===== src/design/cbpt_pkg.sv =====
// ============================================================================
// Covalent bond pair test package
// Beat types, register indexes, widths and the covalent radius table.
// ============================================================================
package cbpt_pkg;

    localparam int unsigned MAX_ATOMS     = 65536;
    localparam int unsigned ELEMENT_TYPES = 103;

    localparam int INDEX_W = 16;
    localparam int COORD_W = 24;
    localparam int TYPE_W  = 7;
    localparam int SCALE_W = 16;
    localparam int COUNT_W = 17;
    localparam int WDATA_W = 17;
    localparam int WIDX_W  = 2;

    localparam int ABS_W        = 24;
    localparam int SQ_W         = 48;
    localparam int D2_W         = 50;
    localparam int LHS_W        = 64;
    localparam int RAD_W        = 9;
    localparam int SUM_W        = 11;
    localparam int SQR_W        = 21;
    localparam int MSQ_W        = 32;
    localparam int BOND_P_W     = 37;
    localparam int SEARCH_P_W   = 53;
    localparam int BOND_SHIFT   = 10;
    localparam int SEARCH_SHIFT = 2;
    localparam int BOND_RHS_W   = BOND_P_W + BOND_SHIFT;
    localparam int SEARCH_RHS_W = SEARCH_P_W + SEARCH_SHIFT;

    localparam int PIPE_LATENCY = 5;

    localparam logic [SUM_W-1:0]   TOL_UNITS    = 11'd140;
    localparam logic [SUM_W-1:0]   SEARCH_UNITS = 11'd640;
    localparam logic [LHS_W-1:0]   LHS_FACTOR   = 64'd15625;
    localparam logic [TYPE_W-1:0]  HYDROGEN     = 7'd0;
    localparam logic [SCALE_W-1:0] SCALE_RST    = 16'd256;
    localparam logic [COUNT_W-1:0] COUNT_RST    = 17'd0;

    typedef enum logic [WIDX_W-1:0] {
        REG_BOND_SCALE  = 2'd0,
        REG_HBOND_SCALE = 2'd1,
        REG_ATOM_COUNT  = 2'd2
    } cbpt_reg_idx_t;

    typedef struct packed {
        logic        [INDEX_W-1:0] first_index;
        logic signed [COORD_W-1:0] first_x;
        logic signed [COORD_W-1:0] first_y;
        logic signed [COORD_W-1:0] first_z;
        logic        [TYPE_W-1:0]  first_type;
        logic        [INDEX_W-1:0] second_index;
        logic signed [COORD_W-1:0] second_x;
        logic signed [COORD_W-1:0] second_y;
        logic signed [COORD_W-1:0] second_z;
        logic        [TYPE_W-1:0]  second_type;
    } cbpt_pair_t;

    typedef struct packed {
        logic is_bond;
        logic used_hydrogen_scale;
        logic in_search_radius;
    } cbpt_result_t;

    typedef struct packed {
        logic [SCALE_W-1:0] bond_scale;
        logic [SCALE_W-1:0] hbond_scale;
        logic [COUNT_W-1:0] atom_count;
    } cbpt_cfg_t;

    typedef struct packed {
        logic                    valid;
        logic                    idx_ok;
        logic                    one_h;
        logic                    both_h;
        logic [BOND_RHS_W-1:0]   bond_rhs;
        logic [SEARCH_RHS_W-1:0] search_rhs;
    } cbpt_bound_t;

    // Covalent radii in 1/250 angstrom; entries past the last element read zero.
    localparam logic [RAD_W-1:0] COV_ROM [128] = '{
        9'd80,  9'd400, 9'd170, 9'd88,  9'd208, 9'd180, 9'd170, 9'd170, 9'd160, 9'd280,
        9'd243, 9'd275, 9'd338, 9'd300, 9'd259, 9'd255, 9'd250, 9'd392, 9'd332, 9'd248,
        9'd360, 9'd368, 9'd332, 9'd338, 9'd338, 9'd335, 9'd332, 9'd405, 9'd380, 9'd362,
        9'd305, 9'd292, 9'd302, 9'd305, 9'd302, 9'd400, 9'd368, 9'd280, 9'd445, 9'd390,
        9'd370, 9'd368, 9'd338, 9'd350, 9'd362, 9'd375, 9'd398, 9'd422, 9'd408, 9'd365,
        9'd365, 9'd368, 9'd350, 9'd425, 9'd418, 9'd335, 9'd468, 9'd458, 9'd455, 9'd452,
        9'd450, 9'd450, 9'd498, 9'd448, 9'd440, 9'd438, 9'd435, 9'd432, 9'd430, 9'd485,
        9'd430, 9'd392, 9'd358, 9'd342, 9'd338, 9'd342, 9'd330, 9'd375, 9'd375, 9'd425,
        9'd388, 9'd385, 9'd385, 9'd420, 9'd302, 9'd475, 9'd450, 9'd358, 9'd295, 9'd255,
        9'd222, 9'd242, 9'd238, 9'd232, 9'd230, 9'd228, 9'd225, 9'd222, 9'd220, 9'd218,
        9'd215, 9'd212, 9'd210, 9'd0,   9'd0,   9'd0,   9'd0,   9'd0,   9'd0,   9'd0,
        9'd0,   9'd0,   9'd0,   9'd0,   9'd0,   9'd0,   9'd0,   9'd0,   9'd0,   9'd0,
        9'd0,   9'd0,   9'd0,   9'd0,   9'd0,   9'd0,   9'd0,   9'd0
    };

    function automatic logic [RAD_W-1:0] cov_radius(input logic [TYPE_W-1:0] t);
        logic [RAD_W-1:0] r;
        if (32'(t) >= ELEMENT_TYPES)
        begin
            r = '0;
        end
        else
        begin
            r = COV_ROM[t];
        end
        return r;
    endfunction

endpackage


===== src/design/cbpt_dist_pipe.sv =====
// ============================================================================
// Covalent bond pair test distance pipeline
// Four stages: absolute differences, squares, sum, and scaling of the
// squared distance by 15625.
// ============================================================================
module cbpt_dist_pipe
    import cbpt_pkg::*;
(
    input  logic             clk,
    input  cbpt_pair_t       pair,
    output logic [LHS_W-1:0] lhs
);

    logic [ABS_W-1:0] absd_reg [3];
    logic [ABS_W-1:0] absd_next [3];
    logic [SQ_W-1:0]  sq_reg [3];
    logic [SQ_W-1:0]  sq_next [3];
    logic [D2_W-1:0]  d2_reg;
    logic [D2_W-1:0]  d2_next;
    logic [LHS_W-1:0] lhs_reg;
    logic [LHS_W-1:0] lhs_next;

    logic signed [COORD_W-1:0] a_coord [3];
    logic signed [COORD_W-1:0] b_coord [3];
    logic signed [COORD_W:0]   diff [3];

    always_comb
    begin
        a_coord[0] = pair.first_x;
        a_coord[1] = pair.first_y;
        a_coord[2] = pair.first_z;
        b_coord[0] = pair.second_x;
        b_coord[1] = pair.second_y;
        b_coord[2] = pair.second_z;
        for (int k = 0; k < 3; k++)
        begin
            diff[k] = (COORD_W+1)'(a_coord[k]) - (COORD_W+1)'(b_coord[k]);
            if (diff[k][COORD_W])
            begin
                absd_next[k] = ABS_W'(-diff[k]);
            end
            else
            begin
                absd_next[k] = ABS_W'(diff[k]);
            end
            sq_next[k] = SQ_W'(absd_reg[k]) * SQ_W'(absd_reg[k]);
        end
        d2_next  = D2_W'(sq_reg[0]) + D2_W'(sq_reg[1]) + D2_W'(sq_reg[2]);
        lhs_next = LHS_W'(d2_reg) * LHS_FACTOR;
    end

    always_ff @(posedge clk)
    begin
        absd_reg <= absd_next;
        sq_reg   <= sq_next;
        d2_reg   <= d2_next;
        lhs_reg  <= lhs_next;
    end

    assign lhs = lhs_reg;

endmodule


===== config.mk =====
export PLATFORM = sky130hd
export DESIGN_NAME = cbpt_dist_pipe
export DESIGN_NICKNAME = d
export VERILOG_FILES = /design/src/design/cbpt_pkg.sv /design/src/design/cbpt_dist_pipe.sv
export SDC_FILE = /design/constraint.sdc
export NUM_CORES = 2
export LEC_CHECK = 0
export ABC_AREA = 1
export BUFFER_PORTS_ARGS = -buffer_cell sky130_fd_sc_hd__buf_2
export CAP_MARGIN = 40
export CORE_MARGIN = 2
export CORE_UTILIZATION = 60
export DETAILED_ROUTE_END_ITERATION = 16
export HOLD_SLACK_MARGIN = 0.03
export PLACE_DENSITY = 0.77
export REMOVE_ABC_BUFFERS = 1
export SLEW_MARGIN = 20
export SYNTH_ARGS = -nofsm -noshare
export SYNTH_HDL_FRONTEND = slang
export SYNTH_SLANG_ARGS = --single-unit

===== constraint.sdc =====
create_clock -name clk -period 8.3 [get_ports clk]
set_clock_uncertainty 0.1 [all_clocks]
set_input_delay 0.83 -clock clk [delete_from_list [all_inputs] [get_ports clk]]
set_output_delay 0.83 -clock clk [all_outputs]
set_load 0.005 [all_outputs]

## Yosys cells after proc, flatten, opt, wreduce, memory -nomap -nowiden

Cells that the tools add are included.

| storage, ports and cells | value |
|---|---|
| input port bits | 191 |
| flip-flop bits (word level) | 330 |
| output and inout bits | 64 |
| word-level logic and storage cells | 23 |

| operators by class | value |
|---|---|
| $add $sub $neg | 8 |
| multiplexer cells | 3 |
| multipliers | 4 |

Operator list:

| cell | count |
|---|---|
| $mul A24 B24 Y48 | 3 |
| $sub A24 B24 Y25 | 3 |
| $mux W24 | 3 |
| $neg A24 Y24 | 3 |
| $mul A50 B14 Y64 const B | 1 |
| $add A49 B48 Y50 | 1 |
| $add A48 B48 Y49 | 1 |

## Logic depth before layout (Yosys ltp)

| depth | value |
|---|---|
| depth in word-level cells | 3 |
| depth in mapped cells | 31 |
| depth with buffers taken out | 30 |

## Least setup slack after synthesis

Ideal clock, no wire load.

| path | value |
|---|---|
| path kind | flip-flop to flip-flop |
| start | reg absd_reg[26] (netlist name) |
| end | reg sq_reg[86] (netlist name) |
| period minus slack after synthesis | 6384 ps |
| path slack | 1916 ps |
| path buffers | 1 |
| setup time | 112 ps |
| arrival | 6172 ps |
| data required time | 8088 ps |
| stages on the path, launching flop included | 29 |
| path through | dfxtp_1 > clkbuf_1 > nand2_1 > fa_1 > inv_1 > fa_1 > inv_1 > fa_1 > inv_1 > fa_1 > inv_1 > fa_1 > inv_1 > fa_1 > inv_1 > fa_1 > inv_1 > ha_1 > nand2_1 > nor2_1 > inv_1 > nor2_1 > inv_1 > nor4_1 > a21oi_1 > o21ai_0 > nand2_1 > nand3_1 > nand2_1 |

RTL lines:

| what | line | text |
|---|---|---|
| from (decl) | cbpt_dist_pipe.sv:14 | `logic [ABS_W-1:0] absd_reg [3];` |
| from (signal assigned) | cbpt_dist_pipe.sv:54 | `absd_reg <= absd_next;` |
| to (signal assigned) | cbpt_dist_pipe.sv:55 | `sq_reg <= sq_next;` |
| to (decl) | cbpt_dist_pipe.sv:16 | `logic [SQ_W-1:0] sq_reg [3];` |

==> results.cfg <==
[route]
initialDrtViolationCount = 3865
post_drt_wl_per_cell_um = 15.9
drt.antenna.violating_nets = 0
detail_route.first_pass.iterations = 6
vias = 63900
finalWirelength_um = 197000
via_per_inst = 5.16
detail_route.drc_violations = 0

[cts]
setup_fix_bufs_post_cts = 0
clock_tree.buffer_depth = 3
clk_transition_reported_paths_ns = 0.06
tritoncts = yes
cts.repair.resized = 0
cts.hold.buffers_added = 0
clk_root_buffer_cell = clkbuf_16
cts_max_level = 2
numCtsBuffers = 40
insertion_delay_ns = 0.63
clock-sinks = 327

[logic_synthesis]
ys_seq_area_share_pct = 8.10
yosys_warnings = 0
ys_seq_elements = 327
yosys.area.top_type = fa_1
synth_top_cells_by_area = fa_1 (38%), inv_1 (15%), ha_1 (13%)
yosysMostFrequentCell = inv_1
synth_cells = 10400
post_synth_most_frequent_cells = inv_1 (3271), nand2_1 (2105), fa_1 (1542), ha_1 (855), nor2_1 (561)
syn-mean-instance-area_sq_um = 7.79
synth_area_sq_um = 80800
synthFlopType = dfxtp_1
post-synth-top-area-fraction_pct = 38.2
synth_enable_flop_cells = 0
async_set_or_reset_flop_fraction_in_the_synthesized_netlist_pct = 0
unique_masters_post_synth = 45

[global_route]
gr-total-overflow = 0
track_usage_pct = 29.9
vias_in_the_first_global_route = 68200
number_of_antenna_violations_at_the_first_check_in_global_routing = 0
global_route_wire_length_before_repair_um = 332000
pin_count_of_the_biggest_net_entering_global_routing = 26

[hold_path]
min_from = d2_reg[0]$_DFF_P_
holdCritPathClass = flip-flop to flip-flop

[critical_path]
cpMostUsedCell = fa_1
max_stage_delay_ns = 0.76
crit_fanout = 9
critical_path.startpoint = absd_reg[10]$_DFF_P_
setup.worst_path.end_class = flip-flop
path_class = flip-flop to flip-flop
worstPathRequired_ns = 8.67
r2r_start = absd_reg[10]$_DFF_P_
nature_of_the_critical_path_startpoint = flip-flop
worst_path_max_delay_cell = dfxtp_1
crit_chain = buf_4 -> nand2_1 -> fa_1 -> inv_1 -> fa_1 -> inv_1 -> fa_1 -> inv_1 -> fa_1 -> fa_1 -> fa_1 -> inv_1 -> fa_1 -> inv_1 -> ha_1 -> nand2_1 -> o21ai_0 -> inv_1 -> nand2_1 -> a21oi_1 -> o21ai_0 -> xor2_1
cp_arrival_ns = 7.66

[cells_and_area]
flip_flop_count_of_the_largest_register_after_layout = 141
number_of_filler_instances_in_the_final_layout = 11500
layout-drive-gt1-share_pct = 4.21
n_antenna_cell = 0
final_nets = 13200
synthToLayoutAreaGrowth_pct = 6.05

[floorplanning]
die_width_um = 371
initial_utilization_pct = 60.5
chipHeight_um = 371
die_area_sq_um = 138000
core_area_sq_um = 134000
floorplan.io_pins = 255
floorplan.rows = 134

[sta]
setup-violations-final = 0
grt_setup_unrepaired = no
slew_at_the_pin_with_the_worst_max_slew_slack_ns = 0.880
finalHoldViolations = 0
slew_violations = 0
timing.fmax_mhz = 137
layout_min_cycle_time_ns = 7.28
slew_headroom_pct = 41.3
post-route-period-util_pct = 87.8
totalNegativeSetupSlack_ns = 0

[flow_run]
maxCapViolations = 0

[outcome]
status = finished clean

[placed_design]
dp_hpwl_um = 174000
globalplace.congestion = 0.952
port-buffer-count = 208
-- logic make-up (layout without fill, tap and decap cells) --
family | after synthesis | count (layout) | synth area share (%)
buf+inv | 3429 | 3660 | 16.0
compound gates | 768 | 768 | 5.39
fa+ha+maj | 2397 | 2397 | 51.5
other cells | 1 | 3 | 0.00464
simple gates | 3144 | 3144 | 15.7
flops | 327 | 327 | 8.10
xor+xnor | 311 | 311 | 3.38
-- per-layer routing --
metal	part of all wire [%]	vias to the layer above	GRT usage, %
li1	-	30600	-
met2	47	1993	50.6
met3	6.2	374	3.69
met4	3.7	0	10.3
met5	0	-	0
met1	43	31000	39.8
-- worst paths after layout --
| path | end | slack (ns) | cells past startpoint |
|---|---|---|---|
| max | sq_reg[28]$_DFF_P_ | 1.02 | 22 |
| min | lhs[0]$_DFF_P_ | 0.41 | 0 |
| max reg2reg | sq_reg[28]$_DFF_P_ | 1.02 | 22 |
| min reg2reg | lhs[0]$_DFF_P_ | 0.41 | 0 |
-- cell usage in the layout (no fill, tap or decap), types with 24 or more instances in the layout --
master,instances
o21bai_1,36
nor4_1,24
dfxtp_1,327
a31oi_1,57
nor2_1,561
nand2_1,2105
clkbuf_16,40
a21oi_1,347
fa_1,1542
o21ai_0,192
nand2_2,27
buf_4,92
inv_1,3271
ha_1,855
xor2_1,225
a21o_1,53
nor3_1,45
nand3_1,272
xnor2_1,85
buf_2,208
nand4_1,59
-- per-stage QoR --
| step | util, % | setup WS, ns | hold WS, ns | instance area, sq um | cells |
|---|---|---|---|---|---|
| floorplan | - | 1.85 | 0.341 | 80200 | 10200 |
| global placement | 63.0 | 1.08 | 0.410 | 84100 | 12300 |
| detailed placement | 63.0 | 1.12 | 0.411 | 84200 | 12300 |
| CTS | 64.1 | 1.09 | 0.418 | 85600 | 12400 |
| global route | 64.1 | 0.700 | 0.441 | 85700 | 12400 |
| finish | 64.1 | 1.02 | 0.414 | 85700 | 12400 |
-- cell type report --
| cell class | instances | area [sq um] | area share [%] |
|---|---|---|---|
| tap | 1768 | 2210 | 2.58 |
| sequential | 327 | 6550 | 7.64 |
| clock inverter | 21 | 285 | 0.333 |
| inverter | 3276 | 12300 | 14.4 |
| timing repair buffer | 311 | 1900 | 2.21 |
| clock buffer | 52 | 1100 | 1.28 |
| multi-input combinational | 6623 | 61300 | 71.6 |
-- critical path: cells and delay by family, from the launching register on --
family | cells | cell delay [ns]
xor gates and xnor gates | 1 | 0.40
adders and majority gates | 8 | 4.00
DFF | 1 | 0.76
AOI/OAI and AO/OA | 3 | 0.84
and+or+nand+nor | 3 | 0.37
buffers and inverters | 7 | 0.64
Power is left out: the tool's default activity adds up to more than one toggle a clock period on the data nets, which glitch-free logic cannot reach.
