[src/design/cbpt_pkg.sv]
// ============================================================================
// Covalent bond pair test package
// Beat types, register indexes, widths and the covalent radius table.
// ============================================================================
package cbpt_pkg;

    localparam int unsigned MAX_ATOMS     = 65536;
    localparam int unsigned ELEMENT_TYPES = 103;

    localparam int INDEX_W = 16;
    localparam int COORD_W = 24;
    localparam int TYPE_W  = 7;
    localparam int SCALE_W = 16;
    localparam int COUNT_W = 17;
    localparam int WDATA_W = 17;
    localparam int WIDX_W  = 2;

    localparam int ABS_W        = 24;
    localparam int SQ_W         = 48;
    localparam int D2_W         = 50;
    localparam int LHS_W        = 64;
    localparam int RAD_W        = 9;
    localparam int SUM_W        = 11;
    localparam int SQR_W        = 21;
    localparam int MSQ_W        = 32;
    localparam int BOND_P_W     = 37;
    localparam int SEARCH_P_W   = 53;
    localparam int BOND_SHIFT   = 10;
    localparam int SEARCH_SHIFT = 2;
    localparam int BOND_RHS_W   = BOND_P_W + BOND_SHIFT;
    localparam int SEARCH_RHS_W = SEARCH_P_W + SEARCH_SHIFT;

    localparam int PIPE_LATENCY = 5;

    localparam logic [SUM_W-1:0]   TOL_UNITS    = 11'd140;
    localparam logic [SUM_W-1:0]   SEARCH_UNITS = 11'd640;
    localparam logic [LHS_W-1:0]   LHS_FACTOR   = 64'd15625;
    localparam logic [TYPE_W-1:0]  HYDROGEN     = 7'd0;
    localparam logic [SCALE_W-1:0] SCALE_RST    = 16'd256;
    localparam logic [COUNT_W-1:0] COUNT_RST    = 17'd0;

    typedef enum logic [WIDX_W-1:0] {
        REG_BOND_SCALE  = 2'd0,
        REG_HBOND_SCALE = 2'd1,
        REG_ATOM_COUNT  = 2'd2
    } cbpt_reg_idx_t;

    typedef struct packed {
        logic        [INDEX_W-1:0] first_index;
        logic signed [COORD_W-1:0] first_x;
        logic signed [COORD_W-1:0] first_y;
        logic signed [COORD_W-1:0] first_z;
        logic        [TYPE_W-1:0]  first_type;
        logic        [INDEX_W-1:0] second_index;
        logic signed [COORD_W-1:0] second_x;
        logic signed [COORD_W-1:0] second_y;
        logic signed [COORD_W-1:0] second_z;
        logic        [TYPE_W-1:0]  second_type;
    } cbpt_pair_t;

    typedef struct packed {
        logic is_bond;
        logic used_hydrogen_scale;
        logic in_search_radius;
    } cbpt_result_t;

    typedef struct packed {
        logic [SCALE_W-1:0] bond_scale;
        logic [SCALE_W-1:0] hbond_scale;
        logic [COUNT_W-1:0] atom_count;
    } cbpt_cfg_t;

    typedef struct packed {
        logic                    valid;
        logic                    idx_ok;
        logic                    one_h;
        logic                    both_h;
        logic [BOND_RHS_W-1:0]   bond_rhs;
        logic [SEARCH_RHS_W-1:0] search_rhs;
    } cbpt_bound_t;

    // Covalent radii in 1/250 angstrom; entries past the last element read zero.
    localparam logic [RAD_W-1:0] COV_ROM [128] = '{
        9'd80,  9'd400, 9'd170, 9'd88,  9'd208, 9'd180, 9'd170, 9'd170, 9'd160, 9'd280,
        9'd243, 9'd275, 9'd338, 9'd300, 9'd259, 9'd255, 9'd250, 9'd392, 9'd332, 9'd248,
        9'd360, 9'd368, 9'd332, 9'd338, 9'd338, 9'd335, 9'd332, 9'd405, 9'd380, 9'd362,
        9'd305, 9'd292, 9'd302, 9'd305, 9'd302, 9'd400, 9'd368, 9'd280, 9'd445, 9'd390,
        9'd370, 9'd368, 9'd338, 9'd350, 9'd362, 9'd375, 9'd398, 9'd422, 9'd408, 9'd365,
        9'd365, 9'd368, 9'd350, 9'd425, 9'd418, 9'd335, 9'd468, 9'd458, 9'd455, 9'd452,
        9'd450, 9'd450, 9'd498, 9'd448, 9'd440, 9'd438, 9'd435, 9'd432, 9'd430, 9'd485,
        9'd430, 9'd392, 9'd358, 9'd342, 9'd338, 9'd342, 9'd330, 9'd375, 9'd375, 9'd425,
        9'd388, 9'd385, 9'd385, 9'd420, 9'd302, 9'd475, 9'd450, 9'd358, 9'd295, 9'd255,
        9'd222, 9'd242, 9'd238, 9'd232, 9'd230, 9'd228, 9'd225, 9'd222, 9'd220, 9'd218,
        9'd215, 9'd212, 9'd210, 9'd0,   9'd0,   9'd0,   9'd0,   9'd0,   9'd0,   9'd0,
        9'd0,   9'd0,   9'd0,   9'd0,   9'd0,   9'd0,   9'd0,   9'd0,   9'd0,   9'd0,
        9'd0,   9'd0,   9'd0,   9'd0,   9'd0,   9'd0,   9'd0,   9'd0
    };

    function automatic logic [RAD_W-1:0] cov_radius(input logic [TYPE_W-1:0] t);
        logic [RAD_W-1:0] r;
        if (32'(t) >= ELEMENT_TYPES)
        begin
            r = '0;
        end
        else
        begin
            r = COV_ROM[t];
        end
        return r;
    endfunction

endpackage

[src/design/cbpt_bound_pipe.sv]
// ============================================================================
// Covalent bond pair test bound pipeline
// Four stages that look up the radii, check the indices and form the bond
// and search bounds; the beat's valid bit travels alongside.
// ============================================================================
module cbpt_bound_pipe
    import cbpt_pkg::*;
(
    input  logic        clk,
    input  logic        rst_n,
    input  logic        in_valid,
    input  cbpt_pair_t  pair,
    input  cbpt_cfg_t   cfg,
    output cbpt_bound_t bound
);

    typedef struct packed {
        logic               idx_ok;
        logic               one_h;
        logic               both_h;
        logic [RAD_W-1:0]   r1;
        logic [RAD_W-1:0]   r2;
        logic [SCALE_W-1:0] sc;
        logic [SCALE_W-1:0] m;
    } s1_t;

    typedef struct packed {
        logic               idx_ok;
        logic               one_h;
        logic               both_h;
        logic [SQR_W-1:0]   s2;
        logic [SQR_W-1:0]   rs2;
        logic [SCALE_W-1:0] sc;
        logic [MSQ_W-1:0]   m2;
    } s2_t;

    typedef struct packed {
        logic                  idx_ok;
        logic                  one_h;
        logic                  both_h;
        logic [BOND_P_W-1:0]   bond_p;
        logic [SEARCH_P_W-1:0] search_p;
    } s3_t;

    logic [3:0]  valid_reg;
    logic [3:0]  valid_next;
    s1_t         s1_reg;
    s1_t         s1_next;
    s2_t         s2_reg;
    s2_t         s2_next;
    s3_t         s3_reg;
    s3_t         s3_next;
    cbpt_bound_t s4_reg;
    cbpt_bound_t s4_next;

    logic             h1;
    logic             h2;
    logic [SUM_W-1:0] s_sum;
    logic [SUM_W-1:0] rs_sum;

    always_comb
    begin
        h1 = (pair.first_type == HYDROGEN);
        h2 = (pair.second_type == HYDROGEN);
        s1_next.both_h = h1 && h2;
        s1_next.one_h  = h1 ^ h2;
        s1_next.idx_ok = (pair.second_index < pair.first_index)
                      && (COUNT_W'(pair.first_index) < cfg.atom_count)
                      && (32'(pair.first_index) < MAX_ATOMS);
        s1_next.r1 = cov_radius(pair.first_type);
        s1_next.r2 = cov_radius(pair.second_type);
        s1_next.sc = (h1 ^ h2) ? cfg.hbond_scale : cfg.bond_scale;
        s1_next.m  = (cfg.bond_scale > cfg.hbond_scale) ? cfg.bond_scale : cfg.hbond_scale;

        s_sum  = SUM_W'(s1_reg.r1) + SUM_W'(s1_reg.r2) + TOL_UNITS;
        rs_sum = SUM_W'(s1_reg.r1) + SEARCH_UNITS;
        s2_next.idx_ok = s1_reg.idx_ok;
        s2_next.one_h  = s1_reg.one_h;
        s2_next.both_h = s1_reg.both_h;
        s2_next.s2     = SQR_W'(s_sum) * SQR_W'(s_sum);
        s2_next.rs2    = SQR_W'(rs_sum) * SQR_W'(rs_sum);
        s2_next.sc     = s1_reg.sc;
        s2_next.m2     = MSQ_W'(s1_reg.m) * MSQ_W'(s1_reg.m);

        s3_next.idx_ok   = s2_reg.idx_ok;
        s3_next.one_h    = s2_reg.one_h;
        s3_next.both_h   = s2_reg.both_h;
        s3_next.bond_p   = BOND_P_W'(s2_reg.s2) * BOND_P_W'(s2_reg.sc);
        s3_next.search_p = SEARCH_P_W'(s2_reg.rs2) * SEARCH_P_W'(s2_reg.m2);

        s4_next.valid      = valid_reg[2];
        s4_next.idx_ok     = s3_reg.idx_ok;
        s4_next.one_h      = s3_reg.one_h;
        s4_next.both_h     = s3_reg.both_h;
        s4_next.bond_rhs   = {s3_reg.bond_p, {BOND_SHIFT{1'b0}}};
        s4_next.search_rhs = {s3_reg.search_p, {SEARCH_SHIFT{1'b0}}};

        valid_next = {valid_reg[2:0], in_valid};
    end

    always_ff @(posedge clk or negedge rst_n)
    begin
        if (!rst_n)
        begin
            valid_reg <= '0;
        end
        else
        begin
            valid_reg <= valid_next;
        end
    end

    always_ff @(posedge clk)
    begin
        s1_reg <= s1_next;
        s2_reg <= s2_next;
        s3_reg <= s3_next;
        s4_reg <= s4_next;
    end

    always_comb
    begin
        bound       = s4_reg;
        bound.valid = valid_reg[3];
    end

endmodule

[config.mk]
export PLATFORM = sky130hd
export DESIGN_NAME = cbpt_bound_pipe
export DESIGN_NICKNAME = d
export VERILOG_FILES = /design/src/design/cbpt_pkg.sv /design/src/design/cbpt_bound_pipe.sv
export SDC_FILE = /design/constraint.sdc
export NUM_CORES = 2
export LEC_CHECK = 0
export ABC_AREA = 0
export BUFFER_PORTS_ARGS = -buffer_cell sky130_fd_sc_hd__buf_2
export CORE_MARGIN = 3
export CORE_UTILIZATION = 45
export DETAILED_ROUTE_END_ITERATION = 8
export PLACE_DENSITY_LB_ADDON = 0.25
export SLEW_MARGIN = 40
export SYNTH_ARGS = -nofsm -noshare
export SYNTH_HDL_FRONTEND = slang
export SYNTH_SLANG_ARGS = --single-unit
[constraint.sdc]
create_clock -name clk -period 15.2 [get_ports clk]
set_input_delay 2.28 -clock clk [delete_from_list [all_inputs] [get_ports clk]]
set_output_delay 2.28 -clock clk [all_outputs]
set_load 0.05 [all_outputs]
Word level (Yosys, flattened, before mapping):

Memory sizes are Yosys's and may differ from the RTL's. A register that Yosys moved wholly into a read port is not among the register bits.
Index checks and enable logic that the tools add are counted.
W data, S select, Z words.

* $add $sub $neg: 3
* multipliers: 5
* magnitude comparators: 5
* mux-type cells: 2
* bitwise gates (word level): 3
* reductions and logical operators: 4

Operator list (number)
* $mul A21 B32 Y53: 1
* $mul A11 B11 Y21: 2
* $mul A21 B16 Y37: 1
* $mul A16 B16 Y32: 1
* $mux W16: 2
* $lt A16 B17 Y1: 1
* $gt A16 B16 Y1: 1
* $lt A16 B16 Y1: 1
* $not A7 Y8: 2
* $ge A7 B7 Y1 const B: 2
* $logic_not A7 Y1: 2
* $add A10 B8 Y11 const B: 1
* $add A9 B10 Y11 const B: 1
* $add A9 B9 Y10: 1
* $logic_and A1 B1 Y1: 2
* $xor A1 B1 Y1: 1

* register bits: 318
* bits in read-only memories: 2304
* bits of input ports: 242
* output and inout port bits: 106
* word-level logic and storage cells: 47
* memories: 2

Memory list
* (name not given): words 128, width 9, read ports 1, clocked after memory_dff 1, write ports 0, RTL line cbpt_pkg.sv:107 `r = COV_ROM[t];`
* (name not given): words 128, width 9, read ports 1, clocked after memory_dff 1, write ports 0, RTL line cbpt_pkg.sv:107

Depth between registers and ports, before layout:

* depth after elaboration: 3
* gate-level depth with buffers: 31
* mapped depth without buffers: 30

Worst setup path after synthesis:

Ideal clock, no wire load.

* path kind: flip-flop to flip-flop
* start point: register, netlist name s1_reg[43]
* end point: register s2_reg[86] in the netlist's numbering
* setup time: 72 ps
* arrival: 6674 ps
* data required time: 15128 ps
* setup slack: 8454 ps
* cell stages (with the launch flop): 31
* buffers on the path: 1
* clock period less this slack: 6746 ps
* cell sequence: dfxtp_1 > clkbuf_1 > inv_1 > ha_1 > inv_1 > fa_1 > a21o_1 > a21oi_1 > o21bai_1 > a21oi_1 > o21bai_1 > a21oi_1 > xnor2_1 > nand2_1 > fa_1 > inv_1 > fa_1 > inv_1 > fa_1 > inv_1 > fa_1 > inv_1 > fa_1 > inv_1 > ha_1 > and3_1 > a21oi_1 > o211ai_1 > a31o_2 > a21oi_1 > xnor2_1

RTL lines
* to (signal assigned): RTL line cbpt_bound_pipe.sv:116 `s2_reg <= s2_next;`
* to (decl): RTL line cbpt_bound_pipe.sv:49 `s2_t s2_reg;`

==> flow_summary.yaml <==
synth:
  yosys_most_used_dff: "dfxtp_1"
  synth_top_area_share: 0.375
  ys_warn_count: 0
  synth.ff_latch_count: 331
  yosysTopAreaCell: "fa_1"
  synthCells: 6322
  avgSynthCellArea_sq_um: 9.00
  ys_types: 84
  yosys.cell_count.top_type: "inv_1"
  synth_area_leaders: "fa_1, ha_1, dfxtp_1"
  ys_async_sr_fraction: 0.0121
  ys_seq_area_frac: 0.117
  synth_edf_count: 0
  netlist_area_sq_mm: 0.0569
  netlist_top_cells_count: "inv_1, fa_1, nand2_1"
setup_path:
  required_ns: 15.68
  cp-start-kind: "flop"
  crit_start: "s2_reg[55]"
  arrival_ns: 8.13
  critPathKind: "flop to flop"
  r2r-start: "s2_reg[55]"
  end_kind: "flop"
  crit_path_max_fanout: 31
timing:
  relSlewSlack: 0.402
  setup_viol: 0
  hold_viol: 0
  fmax_ghz: 0.131
  post-route-period-util: 0.503
  setup_tns_ns: 0
  worst_pin_slew_ns: 0.885
  fin_skew_ns: 0.0297
  layout_min_cycle_time_ns: 7.65
  rsz0062_at_grt: "no"
  maxSlewViolCount: 0
floorplan:
  dieArea_sq_mm: 0.131
  rows: 129
  die_h_um: 362
  core_area_sq_mm: 0.125
  start_util: 0.457
  ioPinCount: 348
  fp.dieW_um: 362
global_routing:
  grt_use_total: 0.215
  grt_pass1_vias: 43500
  grt_overflow: 0
  antenna_found_initial: 3
  grt_pass1_wl_mm: 229
  grt_max_degree: 60
hold_path:
  hp-class: "flop to flop"
  hold_start: "s3_reg[84]"
route:
  drt_iter0_markers: 2737
  vias_per_cell: 5.18
  drc: 0
  ant_nets: 0
  vias: 41400
  wl_mm: 137
  wl_per_cell_um: 17.1
  dr.pass1.iters: 6
cts:
  clkTransAtPathRegs_ns: 0.06
  insertion_delay_ns: 0.60
  cts-buffers-inserted: 39
  clockBufferDepth: 3
  clkSinkCount: 331
  cts_tree: "yes"
  ctsHoldBuffers: 0
  htreeDepth: 2
  ctsResizeCount: 0
  cts-root-buf: "clkbuf_16"
  cts_post_setup_buffers_inserted: 0
final_layout:
  synthToLayoutAreaGrowth_pct: 6.47
  fin_area_sq_mm: 0.0606
  nNetsFinal: 8235
  drive_gt1_frac: 0.0634
place:
  globalplace.congestion: 0.895
  placed_area_sq_mm: 0.0592
  dp_hpwl_mm: 107
  io_buffers: 190
flow_run:
  cap_violations: 0
status:
  outcome: "finished, final reports clean"
==> logic make-up (layout without fill, tap and decap cells) <==
family	after synthesis	in the layout	share of synthesized area
compound gates	723	723	0.0826
xor+xnor	167	167	0.0257
fa+ha+maj	1666	1666	0.507
buf+inv	1669	1672	0.111
flops	331	331	0.117
mux	40	40	0.00988
other cells	2	34	0.000132
simple gates	1724	1724	0.147
==> through the flow <==
| step | util | hold WS (ns) | setup slack, ns | cells |
|---|---|---|---|---|
| after detailed placement | 0.475 | 0.312 | 7.48 | 7922 |
| final | 0.486 | 0.322 | 7.55 | 7994 |
| after CTS | 0.486 | 0.323 | 7.50 | 7992 |
| after floorplan | - | 0.310 | 8.45 | 6353 |
| after global placement | 0.475 | 0.310 | 7.42 | 7921 |
| after global routing | 0.486 | 0.326 | 7.18 | 7993 |
==> worst paths after layout <==
path	end	slack (ns)	cells past startpoint
max	s3_reg[50]	7.55	21
min	bound[96]	0.32	0
max reg2reg	s3_reg[50]	7.55	21
min reg2reg	bound[96]	0.32	0
max in group asynchronous	valid_reg[0]	13.61	1
min in group asynchronous	valid_reg[2]	1.47	1
==> cell type report <==
type	count	area, sq um
clock buffers	52	1110
repair buffers	241	1380
inverters	1361	5110
well taps	1637	2050
diodes	1	2.50
fillers	12000	64000
flip-flops and latches	331	6710
multi-input cells	4353	44100
clock inverters	18	161
==> per-layer routing <==
| layer | GRT usage | vias to the layer above | share of wire |
|---|---|---|---|
| met5 | 0 | - | 0.00015 |
| met4 | 0.0448 | 4 | 0.018 |
| met3 | 0.0299 | 161 | 0.064 |
| met2 | 0.357 | 1155 | 0.47 |
| met1 | 0.302 | 20800 | 0.45 |
| li1 | - | 19300 | - |
==> layout by cell type, fill, tap and decap left out, types with 56 or more instances in the layout <==
cell,n
o21ai_0,131
nor2_1,185
inv_1,1360
fa_1,1065
xor2_1,56
nand3_1,60
xnor2_1,111
and2_1,542
dfxtp_1,290
buf_2,188
nand2_1,756
ha_1,600
a21o_1,85
a21oi_1,226
==> critical path, cell delays in order (launching register included) <==
cell and delay [ns]:
dfxtp_2 0.88, nand2_1 0.18, fa_1 0.55, fa_1 0.55
fa_1 0.51, inv_1 0.05, fa_1 0.56, fa_1 0.43
fa_1 0.54, inv_1 0.08, fa_1 0.51, inv_1 0.05
ha_1 0.40, and4_4 0.28, nand3_2 0.09, or4_1 0.49
a211oi_1 0.43, and4b_1 0.31, o21ai_2 0.21, nand2_2 0.11
o21ba_1 0.22, o31a_1 0.11
Power is left out: the tool's default activity adds up to more than one toggle a clock period on the data nets, which glitch-free logic cannot reach.
