## config.mk

```make
export PLATFORM = sky130hd
export DESIGN_NAME = cbpt_cfg_regs
export DESIGN_NICKNAME = d
export VERILOG_FILES = /design/src/design/cbpt_pkg.sv /design/src/design/cbpt_cfg_regs.sv
export SDC_FILE = /design/constraint.sdc
export NUM_CORES = 1
export LEC_CHECK = 0
export ABC_AREA = 0
export BUFFER_PORTS_ARGS = -buffer_cell sky130_fd_sc_hd__buf_4
export CORE_UTILIZATION = 45
export CTS_BUF_LIST = sky130_fd_sc_hd__clkbuf_16
export DETAILED_ROUTE_END_ITERATION = 10
export PLACE_DENSITY = 0.81
export SKIP_LAST_GASP = 1
export SLEW_MARGIN = 20
export SYNTH_ARGS = -nofsm -noshare
export SYNTH_HDL_FRONTEND = slang
export SYNTH_SLANG_ARGS = --single-unit
```

## constraint.sdc

```tcl
create_clock -name clk -period 1.8 [get_ports clk]
set_input_delay 0.18 -clock clk [delete_from_list [all_inputs] [get_ports clk]]
set_output_delay 0.18 -clock clk [all_outputs]
set_load 0.005 [all_outputs]
```

## src/design/cbpt_pkg.sv

```systemverilog
// ============================================================================
// Covalent bond pair test package
// Beat types, register indexes, widths and the covalent radius table.
// ============================================================================
package cbpt_pkg;

    localparam int unsigned MAX_ATOMS     = 65536;
    localparam int unsigned ELEMENT_TYPES = 103;

    localparam int INDEX_W = 16;
    localparam int COORD_W = 24;
    localparam int TYPE_W  = 7;
    localparam int SCALE_W = 16;
    localparam int COUNT_W = 17;
    localparam int WDATA_W = 17;
    localparam int WIDX_W  = 2;

    localparam int ABS_W        = 24;
    localparam int SQ_W         = 48;
    localparam int D2_W         = 50;
    localparam int LHS_W        = 64;
    localparam int RAD_W        = 9;
    localparam int SUM_W        = 11;
    localparam int SQR_W        = 21;
    localparam int MSQ_W        = 32;
    localparam int BOND_P_W     = 37;
    localparam int SEARCH_P_W   = 53;
    localparam int BOND_SHIFT   = 10;
    localparam int SEARCH_SHIFT = 2;
    localparam int BOND_RHS_W   = BOND_P_W + BOND_SHIFT;
    localparam int SEARCH_RHS_W = SEARCH_P_W + SEARCH_SHIFT;

    localparam int PIPE_LATENCY = 5;

    localparam logic [SUM_W-1:0]   TOL_UNITS    = 11'd140;
    localparam logic [SUM_W-1:0]   SEARCH_UNITS = 11'd640;
    localparam logic [LHS_W-1:0]   LHS_FACTOR   = 64'd15625;
    localparam logic [TYPE_W-1:0]  HYDROGEN     = 7'd0;
    localparam logic [SCALE_W-1:0] SCALE_RST    = 16'd256;
    localparam logic [COUNT_W-1:0] COUNT_RST    = 17'd0;

    typedef enum logic [WIDX_W-1:0] {
        REG_BOND_SCALE  = 2'd0,
        REG_HBOND_SCALE = 2'd1,
        REG_ATOM_COUNT  = 2'd2
    } cbpt_reg_idx_t;

    typedef struct packed {
        logic        [INDEX_W-1:0] first_index;
        logic signed [COORD_W-1:0] first_x;
        logic signed [COORD_W-1:0] first_y;
        logic signed [COORD_W-1:0] first_z;
        logic        [TYPE_W-1:0]  first_type;
        logic        [INDEX_W-1:0] second_index;
        logic signed [COORD_W-1:0] second_x;
        logic signed [COORD_W-1:0] second_y;
        logic signed [COORD_W-1:0] second_z;
        logic        [TYPE_W-1:0]  second_type;
    } cbpt_pair_t;

    typedef struct packed {
        logic is_bond;
        logic used_hydrogen_scale;
        logic in_search_radius;
    } cbpt_result_t;

    typedef struct packed {
        logic [SCALE_W-1:0] bond_scale;
        logic [SCALE_W-1:0] hbond_scale;
        logic [COUNT_W-1:0] atom_count;
    } cbpt_cfg_t;

    typedef struct packed {
        logic                    valid;
        logic                    idx_ok;
        logic                    one_h;
        logic                    both_h;
        logic [BOND_RHS_W-1:0]   bond_rhs;
        logic [SEARCH_RHS_W-1:0] search_rhs;
    } cbpt_bound_t;

    // Covalent radii in 1/250 angstrom; entries past the last element read zero.
    localparam logic [RAD_W-1:0] COV_ROM [128] = '{
        9'd80,  9'd400, 9'd170, 9'd88,  9'd208, 9'd180, 9'd170, 9'd170, 9'd160, 9'd280,
        9'd243, 9'd275, 9'd338, 9'd300, 9'd259, 9'd255, 9'd250, 9'd392, 9'd332, 9'd248,
        9'd360, 9'd368, 9'd332, 9'd338, 9'd338, 9'd335, 9'd332, 9'd405, 9'd380, 9'd362,
        9'd305, 9'd292, 9'd302, 9'd305, 9'd302, 9'd400, 9'd368, 9'd280, 9'd445, 9'd390,
        9'd370, 9'd368, 9'd338, 9'd350, 9'd362, 9'd375, 9'd398, 9'd422, 9'd408, 9'd365,
        9'd365, 9'd368, 9'd350, 9'd425, 9'd418, 9'd335, 9'd468, 9'd458, 9'd455, 9'd452,
        9'd450, 9'd450, 9'd498, 9'd448, 9'd440, 9'd438, 9'd435, 9'd432, 9'd430, 9'd485,
        9'd430, 9'd392, 9'd358, 9'd342, 9'd338, 9'd342, 9'd330, 9'd375, 9'd375, 9'd425,
        9'd388, 9'd385, 9'd385, 9'd420, 9'd302, 9'd475, 9'd450, 9'd358, 9'd295, 9'd255,
        9'd222, 9'd242, 9'd238, 9'd232, 9'd230, 9'd228, 9'd225, 9'd222, 9'd220, 9'd218,
        9'd215, 9'd212, 9'd210, 9'd0,   9'd0,   9'd0,   9'd0,   9'd0,   9'd0,   9'd0,
        9'd0,   9'd0,   9'd0,   9'd0,   9'd0,   9'd0,   9'd0,   9'd0,   9'd0,   9'd0,
        9'd0,   9'd0,   9'd0,   9'd0,   9'd0,   9'd0,   9'd0,   9'd0
    };

    function automatic logic [RAD_W-1:0] cov_radius(input logic [TYPE_W-1:0] t);
        logic [RAD_W-1:0] r;
        if (32'(t) >= ELEMENT_TYPES)
        begin
            r = '0;
        end
        else
        begin
            r = COV_ROM[t];
        end
        return r;
    endfunction

endpackage

```

## src/design/cbpt_cfg_regs.sv

```systemverilog
// ============================================================================
// Covalent bond pair test configuration registers
// Holds the two distance scales and the atom count behind a plain write port.
// ============================================================================
module cbpt_cfg_regs
    import cbpt_pkg::*;
(
    input  logic               clk,
    input  logic               rst_n,
    input  logic               wr_en,
    input  logic [WIDX_W-1:0]  wr_index,
    input  logic [WDATA_W-1:0] wr_data,
    output cbpt_cfg_t          cfg
);

    cbpt_cfg_t cfg_reg;
    cbpt_cfg_t cfg_next;

    always_comb
    begin
        cfg_next = cfg_reg;
        if (wr_en)
        begin
            unique case (cbpt_reg_idx_t'(wr_index))
                REG_BOND_SCALE:  cfg_next.bond_scale  = wr_data[SCALE_W-1:0];
                REG_HBOND_SCALE: cfg_next.hbond_scale = wr_data[SCALE_W-1:0];
                REG_ATOM_COUNT:  cfg_next.atom_count  = wr_data[COUNT_W-1:0];
                default:         cfg_next = cfg_reg;
            endcase
        end
    end

    always_ff @(posedge clk or negedge rst_n)
    begin
        if (!rst_n)
        begin
            cfg_reg.bond_scale  <= SCALE_RST;
            cfg_reg.hbond_scale <= SCALE_RST;
            cfg_reg.atom_count  <= COUNT_RST;
        end
        else
        begin
            cfg_reg <= cfg_next;
        end
    end

    assign cfg = cfg_reg;

endmodule

```

---- Yosys cells after proc, flatten, opt, wreduce, memory -nomap -nowiden ----
Cells that the tools add are included.
storage, ports and cells
  bits in registers ....................... 49
  output and inout port bits .............. 49
  word-level logic and storage cells ...... 9
cells by class
  equal/unequal tests ..................... 2
  reduce and logical (&&, ||, !) cells .... 4
operators with widths
  cell                  count
  $reduce_and A2 Y1     3
  $eq A2 B1 Y1 const B  1
  $eq A2 B2 Y1 const B  1
  $logic_not A2 Y1      1

---- Longest topological paths before layout ----
Gate-level depths: netlist (run 1).
  word-level depth ........................ 2
  gate-level depth with buffers ........... 3

---- Least setup slack after synthesis (run 1) ----
OpenSTA, ideal clock, no wires.
  kind .................................... input to register
  start point ............................. input port wr_index[0]
  end point ............................... register cfg_reg, in the netlist cfg[33]
  arrival ................................. 1041 ps
  required time ........................... 1675 ps
  setup slack ............................. 634 ps
  cell stages on the path ................. 3
  path buffers ............................ 1
  cells stage by stage .................... nor3b_4 > buf_4 > mux2_2
on the way
  longest elaborated chain between the ends .. 2
RTL lines
  item                                line                 text
  start: declaration                  cbpt_cfg_regs.sv:11  input logic [WIDX_W-1:0] wr_index,
  $logic_not A2 Y1                    cbpt_cfg_regs.sv:24  unique case (cbpt_reg_idx_t'(wr_index))
  $reduce_and A2 Y1 (no source line)  --
  end signal: assignment              cbpt_cfg_regs.sv:43  cfg_reg <= cfg_next;
  end: declaration                    cbpt_cfg_regs.sv:16  cbpt_cfg_t cfg_reg;
No other way between the ends.
A chain may end at the register's enable or synchronous reset.

---- Worst setup path after layout (run 1) ----
  start point ............................. input port wr_index[0]
  end point ............................... register cfg_reg, in the netlist cfg[12]
on the way
  longest elaborated chain between the ends .. 2
RTL lines
  item                                line
  $eq A2 B2 Y1                        cbpt_cfg_regs.sv:24
  $reduce_and A2 Y1 (no source line)  --
No other way between the ends.

==> out/metrics.yaml, run 1 <==
status:
  result_of_the_run: "finished clean"
power_and_ir_drop:
  total_power_mw: 2.94
  p_per_area_nw_per_um2: 1150
  irDropWorstVdd_mv: 0.752
  static-leakage-power_nw: 1.22
yosys:
  synth-edff-count: 0
  synth_flop_cell: "sky130_fd_sc_hd__dfrtp_1"
  ys_top_cells_by_area: "sky130_fd_sc_hd__dfrtp_1 64%, sky130_fd_sc_hd__mux2_2 30%, sky130_fd_sc_hd__dfstp_2 2.8%"
  ys_ff_latch: 49
  yosysUniqueCellTypes: 7
  synth_common_cells: "49 x sky130_fd_sc_hd__mux2_2, 47 x sky130_fd_sc_hd__dfrtp_1, 2 x sky130_fd_sc_hd__buf_4, 2 x sky130_fd_sc_hd__dfstp_2, 2 x sky130_fd_sc_hd__nand3b_2"
  async_flop_share_pct: 100
  yosysTopAreaCellShare_pct: 63.6
  synth.largest_area_cell: "sky130_fd_sc_hd__dfrtp_1"
  netlist_area_um2: 1850
  yosys.cell_count.top_type: "sky130_fd_sc_hd__mux2_2"
  synthesis.instances: 104
  synth.avg_cell_area_um2: 17.8
  synth.yosys.seq_area_share_pct: 66.4
  syn-num-nets: 126
  ys_warn_count: 0
clock_network:
  post_cts_buffers: 0
  tritoncts.num_buffers: 5
  tritoncts: "built"
  worst_skew_pair.late_latency_ns: 0.28
  clk_root_buffer_cell: "sky130_fd_sc_hd__clkbuf_16"
  htreeDepth: 2
  path_clk_slew_ns: 0.06
  cts.sink_count: 49
  ctsLongestPathBuffers: 2
placement:
  place_ws_ns: 0.383
  place.gp.congestion: 0.702
  place_hpwl_um: 2540
  port-buffer-count: 70
  place_inst: 220
floorplan:
  core_area_um2: 3800
  die_width_um: 66.1
  io_pins: 71
  die_h_um: 66.1
  floorplan.initialDensity_pct: 48.7
  floorplan.die_area_um2: 4370
  rows: 22
routing:
  wire_per_inst_um: 15.7
  drt_iter0_drc: 25
  ant_nets: 0
  dr.pass1.iters: 4
  wirelength_um: 3590
  route.detailed.drc: 0
  detail_route.vias_per_cell: 5.05
  via_count: 1156
worst_setup_path:
  cp.arrival_ns: 1.26
  critical_path.max_fanout: 17
  worst-setup-path-type: "in2reg"
  worst_setup_path_end_kind: "flop"
  worstSetupStartpointType: "input pin"
  timing.critical_path.required_ns: 1.96
timing:
  report.final.hold_viol_count: 0
  timing.final.ws_setup_ns: 0.700
  report.final.slew_viol_count: 0
  grt_setup_unrepaired: "no"
  final_setup_violation_count: 0
  final_period_minus_worst_setup_slack_ns: 1.10
  setup-tns-final_ns: 0
  period_share_pct: 61.1
  hold_ws_ns: 0.134
  tightestPinTransition_ns: 0.593
  worst_clock_skew_ns: 0
  slew_headroom_pct: 60.5
  fmaxAchievable_mhz: 909
global_route:
  grt_antenna_before_repair: 0
  globalRouteOverflowTotal: 0
  grt_pass1_wl_um: 5890
  number_of_global_route_vias_before_repair: 1167
  grt_start_max_net_pins: 50
  global_route.usage.total_pct: 18.5
run:
  max-cap-violations: 0
final_layout:
  finish.cell_count_without_fillers: 229
  drive_above_1_share_pct: 71.8
  antenna_cells_inserted: 0
  area_growth_syn_to_layout_pct: 38.4
  layout.nets: 202
  largest_register_ff_count: 49
min_path:
  hold_path.class: "in2reg"
==> per-stage QoR <==
| stage | instance area, um^2 | utilization (%) |
|---|---|---|
| floorplan | 1850 | - |
| global placement | 2410 | 63.6 |
| detailed placement | 2410 | 63.6 |
| CTS | 2560 | 67.4 |
| global route | 2560 | 67.4 |
| finish | 2560 | 67.4 |
==> cell usage in the layout, fill, tap and decap left out <==
cell type / n
sky130_fd_sc_hd__clkbuf_16: 5
sky130_fd_sc_hd__dlygate4sd3_1: 1
sky130_fd_sc_hd__dfstp_2: 2
sky130_fd_sc_hd__mux2_2: 49
sky130_fd_sc_hd__buf_4: 71
sky130_fd_sc_hd__dfrtp_1: 47
sky130_fd_sc_hd__nor3b_4: 1
sky130_fd_sc_hd__nand3b_2: 2
sky130_fd_sc_hd__inv_1: 3
==> path summary, 6_finish.rpt <==
| check | startpoint | endpoint | slack [ns] | depth (start not counted) |
|---|---|---|---|---|
| worst max-delay path | wr_index[0] | cfg[12] | 0.70 | 3 |
| max in group asynchronous | rst_n | cfg[13] | 0.95 | 2 |
| worst max register to register | cfg[24] | cfg[24] | 1.01 | 1 |
| min in group asynchronous | rst_n | cfg[14] | 0.45 | 2 |
| worst min-delay path | wr_data[16] | cfg[16] | 0.13 | 2 |
| worst min register to register | cfg[40] | cfg[40] | 0.51 | 1 |
==> logic make-up (layout without fill, tap and decap cells) <==
group | Yosys count | after routing | synth area share, %
DFF | 49 | 49 | 66.4
buffers and inverters | 3 | 80 | 1.55
and+or+nand+nor | 3 | 3 | 2.23
muxes | 49 | 49 | 29.8
==> power breakdown <==
group	internal (mW)	switching [mW]	total [mW]
Sequential	1.32	0.119	1.44
Clock	0.499	0.356	0.855
Combinational	0.438	0.210	0.648
Total	2.26	0.684	2.94
==> area by class of cell <==
class,count,area (um^2)
Sequential cell,49,1230
Tap cell,48,60.1
Timing Repair Buffer,72,543
Clock buffer,5,125
Multi-Input combinational cell,52,593
Clock inverter,3,11.3
Fill cell,269,1240
==> metal layers <==
| metal | up-vias | routed length [um] | GRT usage [%] | share of wire [%] |
|---|---|---|---|---|
| met5 | - | 0 | 0 | 0 |
| met4 | 0 | 48 | 5.85 | 1.3 |
| met3 | 6 | 358 | 8.10 | 10 |
| met2 | 61 | 1520 | 25.8 | 42 |
| met1 | 568 | 1660 | 25.9 | 46 |
| li1 | 521 | - | - | - |
==> worst max-delay path, cell delays in order <==
cell and delay [ns]:
sky130_fd_sc_hd__buf_4 0.13, sky130_fd_sc_hd__nand3b_2 0.52, sky130_fd_sc_hd__mux2_2 0.43
==> what timing repair did <==
action                    4_1_cts  5_1_grt
gates resized for setup         0        0
hold endpoints to repair       47        0
hold buffers                    1        0
Power figures use the tool's default switching activity.
==> run 2: changes to the inputs <==
Settings changed: ABC_AREA 0 to 1, PLACE_DENSITY 0.81 to 0.8.
Clock period 1.8 ns to 1.1 ns, I/O delays scaled along.
==> run 2 against run 1 <==
Synthesized cell count grew 110%. Die area up 12%. Power rose by 59%. Combinational power up 53%. Sequential power increased by 58%. First-iteration DRC count increased to 4.8 times the previous value. Cell area rose by 7.4%. Via count increased by 57%. Global-route usage rose by 3.2 points. Wire length grew 40%. Clock power is 65% higher. Critical path type is now reg2out. Critical endpoint is now cfg[25]. Largest cell class unchanged. Largest power group unchanged.
==> out/metrics.yaml, run 2 <==
final_layout:
  drive_above_1_share_pct: 31.6  # -40 points
  layout.nets: 309  # +53%
  layout.core_utilization_pct: 62.7  # -4.7 points
  area_growth_syn_to_layout_pct: 32.3
  final_common_cell: "sky130_fd_sc_hd__nand2_1"
  mostFrequentLayoutCells: "98 x sky130_fd_sc_hd__nand2_1, 77 x sky130_fd_sc_hd__buf_4, 47 x sky130_fd_sc_hd__dfrtp_1"
  largest_register_ff_count: 49  # unchanged
  layout.area.seq_um2: 1230  # unchanged
  antenna_cells_inserted: 0  # unchanged
  area_used_by_multi_input_combinational_logic_um2: 721  # +22%
  number_of_fillers_in_the_final_layout: 382  # +42%
global_route:
  grt_start_max_net_pins: 50  # unchanged
  grt_pass1_wl_um: 8370  # +42%
  grt_antenna_before_repair: 0  # unchanged
  number_of_global_route_vias_before_repair: 1695  # +45%
  global_route.usage.met1_pct: 30.5  # +4.6 points
  globalRouteOverflowTotal: 0  # unchanged
  global_route.usage.total_pct: 21.7  # +3.2 points
  grt_most_used_layer: "met2"
  globalRouteMet2Util_pct: 32.4  # +6.6 points
  grt.met3_usage_pct: 3.75  # -4.4 points
yosys:
  yosysTopAreaCellShare_pct: 56.6  # -7.0 points
  synth.largest_area_cell: "sky130_fd_sc_hd__dfrtp_1"
  ys_warn_count: 0  # unchanged
  yosys.cell_count.top_type: "sky130_fd_sc_hd__nand2_1"
  synth_flop_cell: "sky130_fd_sc_hd__dfrtp_1"
  synth_common_cells: "98 x sky130_fd_sc_hd__nand2_1, 47 x sky130_fd_sc_hd__dfrtp_1, 33 x sky130_fd_sc_hd__nand4_1"
  netlist_area_um2: 2080  # +12%
  syn-num-nets: 240  # +90%
  synth.avg_cell_area_um2: 9.53  # -46%
  synthesis.instances: 218  # +110%
  yosysUniqueCellTypes: 13  # +6
  async_flop_share_pct: 100  # unchanged
  synth.yosys.seq_area_share_pct: 59.1  # -7.3 points
  synth-edff-count: 0  # unchanged
  ys_ff_latch: 49  # unchanged
  ys_top_cells_by_area: "sky130_fd_sc_hd__dfrtp_1 57%, sky130_fd_sc_hd__nand2_1 18%, sky130_fd_sc_hd__nand4_1 9.9%"
worst_setup_path:
  worst_setup_path_end_kind: "output port"
  timing.critical_path.slowest_cell_delay_ns: 0.54  # +0.02 ns
  worstSetupStartpointType: "flop"
  timing.critical_path.buf_inv: 1  # unchanged
  worst-setup-path-type: "reg2out"
  timing.critical_path.required_ns: 0.99  # -0.97 ns
  critical-path-slowest-cell: "sky130_fd_sc_hd__dfstp_2"
  critical_path.max_fanout: 2  # -15
  cp.arrival_ns: 0.93  # -0.33 ns
  critical_path.cell_chain: "buf_4"
  critPathTopFamily: "flip-flops"
power_and_ir_drop:
  irDropWorstVdd_mv: 0.977  # +30%
  static-leakage-power_nw: 1.50  # +23%
  p_per_area_nw_per_um2: 1700  # +48%
  total_power_mw: 4.67  # +59%
timing:
  final_period_minus_worst_setup_slack_ns: 1.04
  hold_ws_ns: 0.0896  # -0.0445 ns
  slew_headroom_pct: 59.9  # -0.60 points
  setup-tns-final_ns: 0  # unchanged
  grt_setup_unrepaired: "no"
  report.final.hold_viol_count: 0  # unchanged
  period_share_pct: 94.5
  report.final.slew_viol_count: 0  # unchanged
  fmaxAchievable_mhz: 962
  tightestPinTransition_ns: 0.602  # +0.00906 ns
  final_setup_violation_count: 0  # unchanged
  worst_clock_skew_ns: 0  # unchanged
clock_network:
  tritoncts: "built"
  cts.repair.resized: 0  # unchanged
  tritoncts.num_buffers: 5  # unchanged
  worst_skew_pair.late_latency_ns: 0.28  # about the same
  htreeDepth: 2  # unchanged
  post_cts_buffers: 0  # unchanged
  path_clk_slew_ns: 0.06  # about the same
  clk_root_buffer_cell: "sky130_fd_sc_hd__clkbuf_16"
  cts.sink_count: 49  # unchanged
  ctsLongestPathBuffers: 2  # unchanged
floorplan:
  io_pins: 71  # unchanged
  floorplan.die_area_um2: 4890  # +12%
  die_h_um: 70.0  # +5.8%
  rows: 24  # +9.1%
  die_width_um: 70.0  # +5.8%
  core_area_um2: 4380  # +15%
  floorplan.initialDensity_pct: 47.4  # -1.3 points
placement:
  place.gp.congestion: 0.864  # +23%
  place_hpwl_um: 3660  # +44%
  port-buffer-count: 70  # unchanged
status:
  result_of_the_run: "finished clean"
routing:
  dr.pass1.iters: 4  # unchanged
  route.detailed.drc: 0  # unchanged
  via_count: 1810  # +57%
  ant_nets: 0  # unchanged
  drt_iter0_drc: 120  # +380%
  detail_route.vias_per_cell: 5.32  # +5.5%
  wirelength_um: 5040  # +40%
  wire_per_inst_um: 14.8  # -5.5%
min_path:
  hold_path.class: "in2reg"
run:
  max-cap-violations: 0  # unchanged
## run 2: changes by cell type after synthesis, moves of 2 or more
| cell | previous run | this run |
|---|---|---|
| sky130_fd_sc_hd__nand3_4 | 0 | 2 |
| sky130_fd_sc_hd__mux2_2 | 49 | 0 |
| sky130_fd_sc_hd__buf_2 | 0 | 8 |
| sky130_fd_sc_hd__nand3_1 | 0 | 16 |
| sky130_fd_sc_hd__nand4_1 | 0 | 33 |
| sky130_fd_sc_hd__nand2_1 | 0 | 98 |
| sky130_fd_sc_hd__nand3b_2 | 2 | 0 |
| sky130_fd_sc_hd__buf_6 | 0 | 5 |
## run 2: path summary, 6_finish.rpt
path	startpoint	end	slack, ns	depth (start not counted)
setup / recovery	cfg[25]	cfg[25]	0.06	1
hold / removal	wr_data[8]	cfg[41]	0.09	3
setup reg to reg	cfg[25]	cfg[25]	0.39	2
hold reg to reg	cfg[3]	cfg[3]	0.47	2
max in group asynchronous	rst_n	cfg[29]	0.31	2
min in group asynchronous	rst_n	cfg[35]	0.38	2
## run 2: final cells by class
| class | instances | area share (%) |
|---|---|---|
| clock buffers | 5 | 4.55 |
| well taps | 52 | 2.37 |
| multi-input cells | 151 | 26.2 |
| repair buffers | 78 | 21.4 |
| flip-flops and latches | 49 | 44.7 |
| clock inverters | 3 | 0.455 |
| inverters | 2 | 0.364 |
## run 2: metrics by stage
| step | instances | area (um^2) | worst slack (ns) |
|---|---|---|---|
| 2_1_floorplan | 218 | 2080 | 0.292 |
| 3_3_place_gp | 331 | 2600 | 0.181 |
| 3_5_place_dp | 331 | 2600 | 0.139 |
| 4_1_cts | 340 | 2750 | 0.0618 |
| 5_1_grt | 340 | 2750 | 0.0478 |
| 6_report | 340 | 2750 | 0.0608 |
## run 2: repair_timing
action	CTS	global route
setup endpoints to repair	0	0
hold buffers	1	0
hold endpoints to repair	47	0
## run 2: kinds of logic after synthesis
| logic type | count (synthesis) | synth area share [%] |
|---|---|---|
| simple gates | 151 | 34.7 |
| flops | 49 | 59.1 |
| buf+inv | 18 | 6.20 |
## run 2: layer usage
metal	wire length, um	part of all wire, %
met4	88	1.7
met1	2250	45
met3	285	5.7
met5	0	0
met2	2410	48
## run 2: where the power goes
group          total (mW)  internal (mW)  switching, mW
Sequential           2.27           2.10          0.172
Combinational       0.989          0.529          0.460
Clock                1.41          0.821          0.592
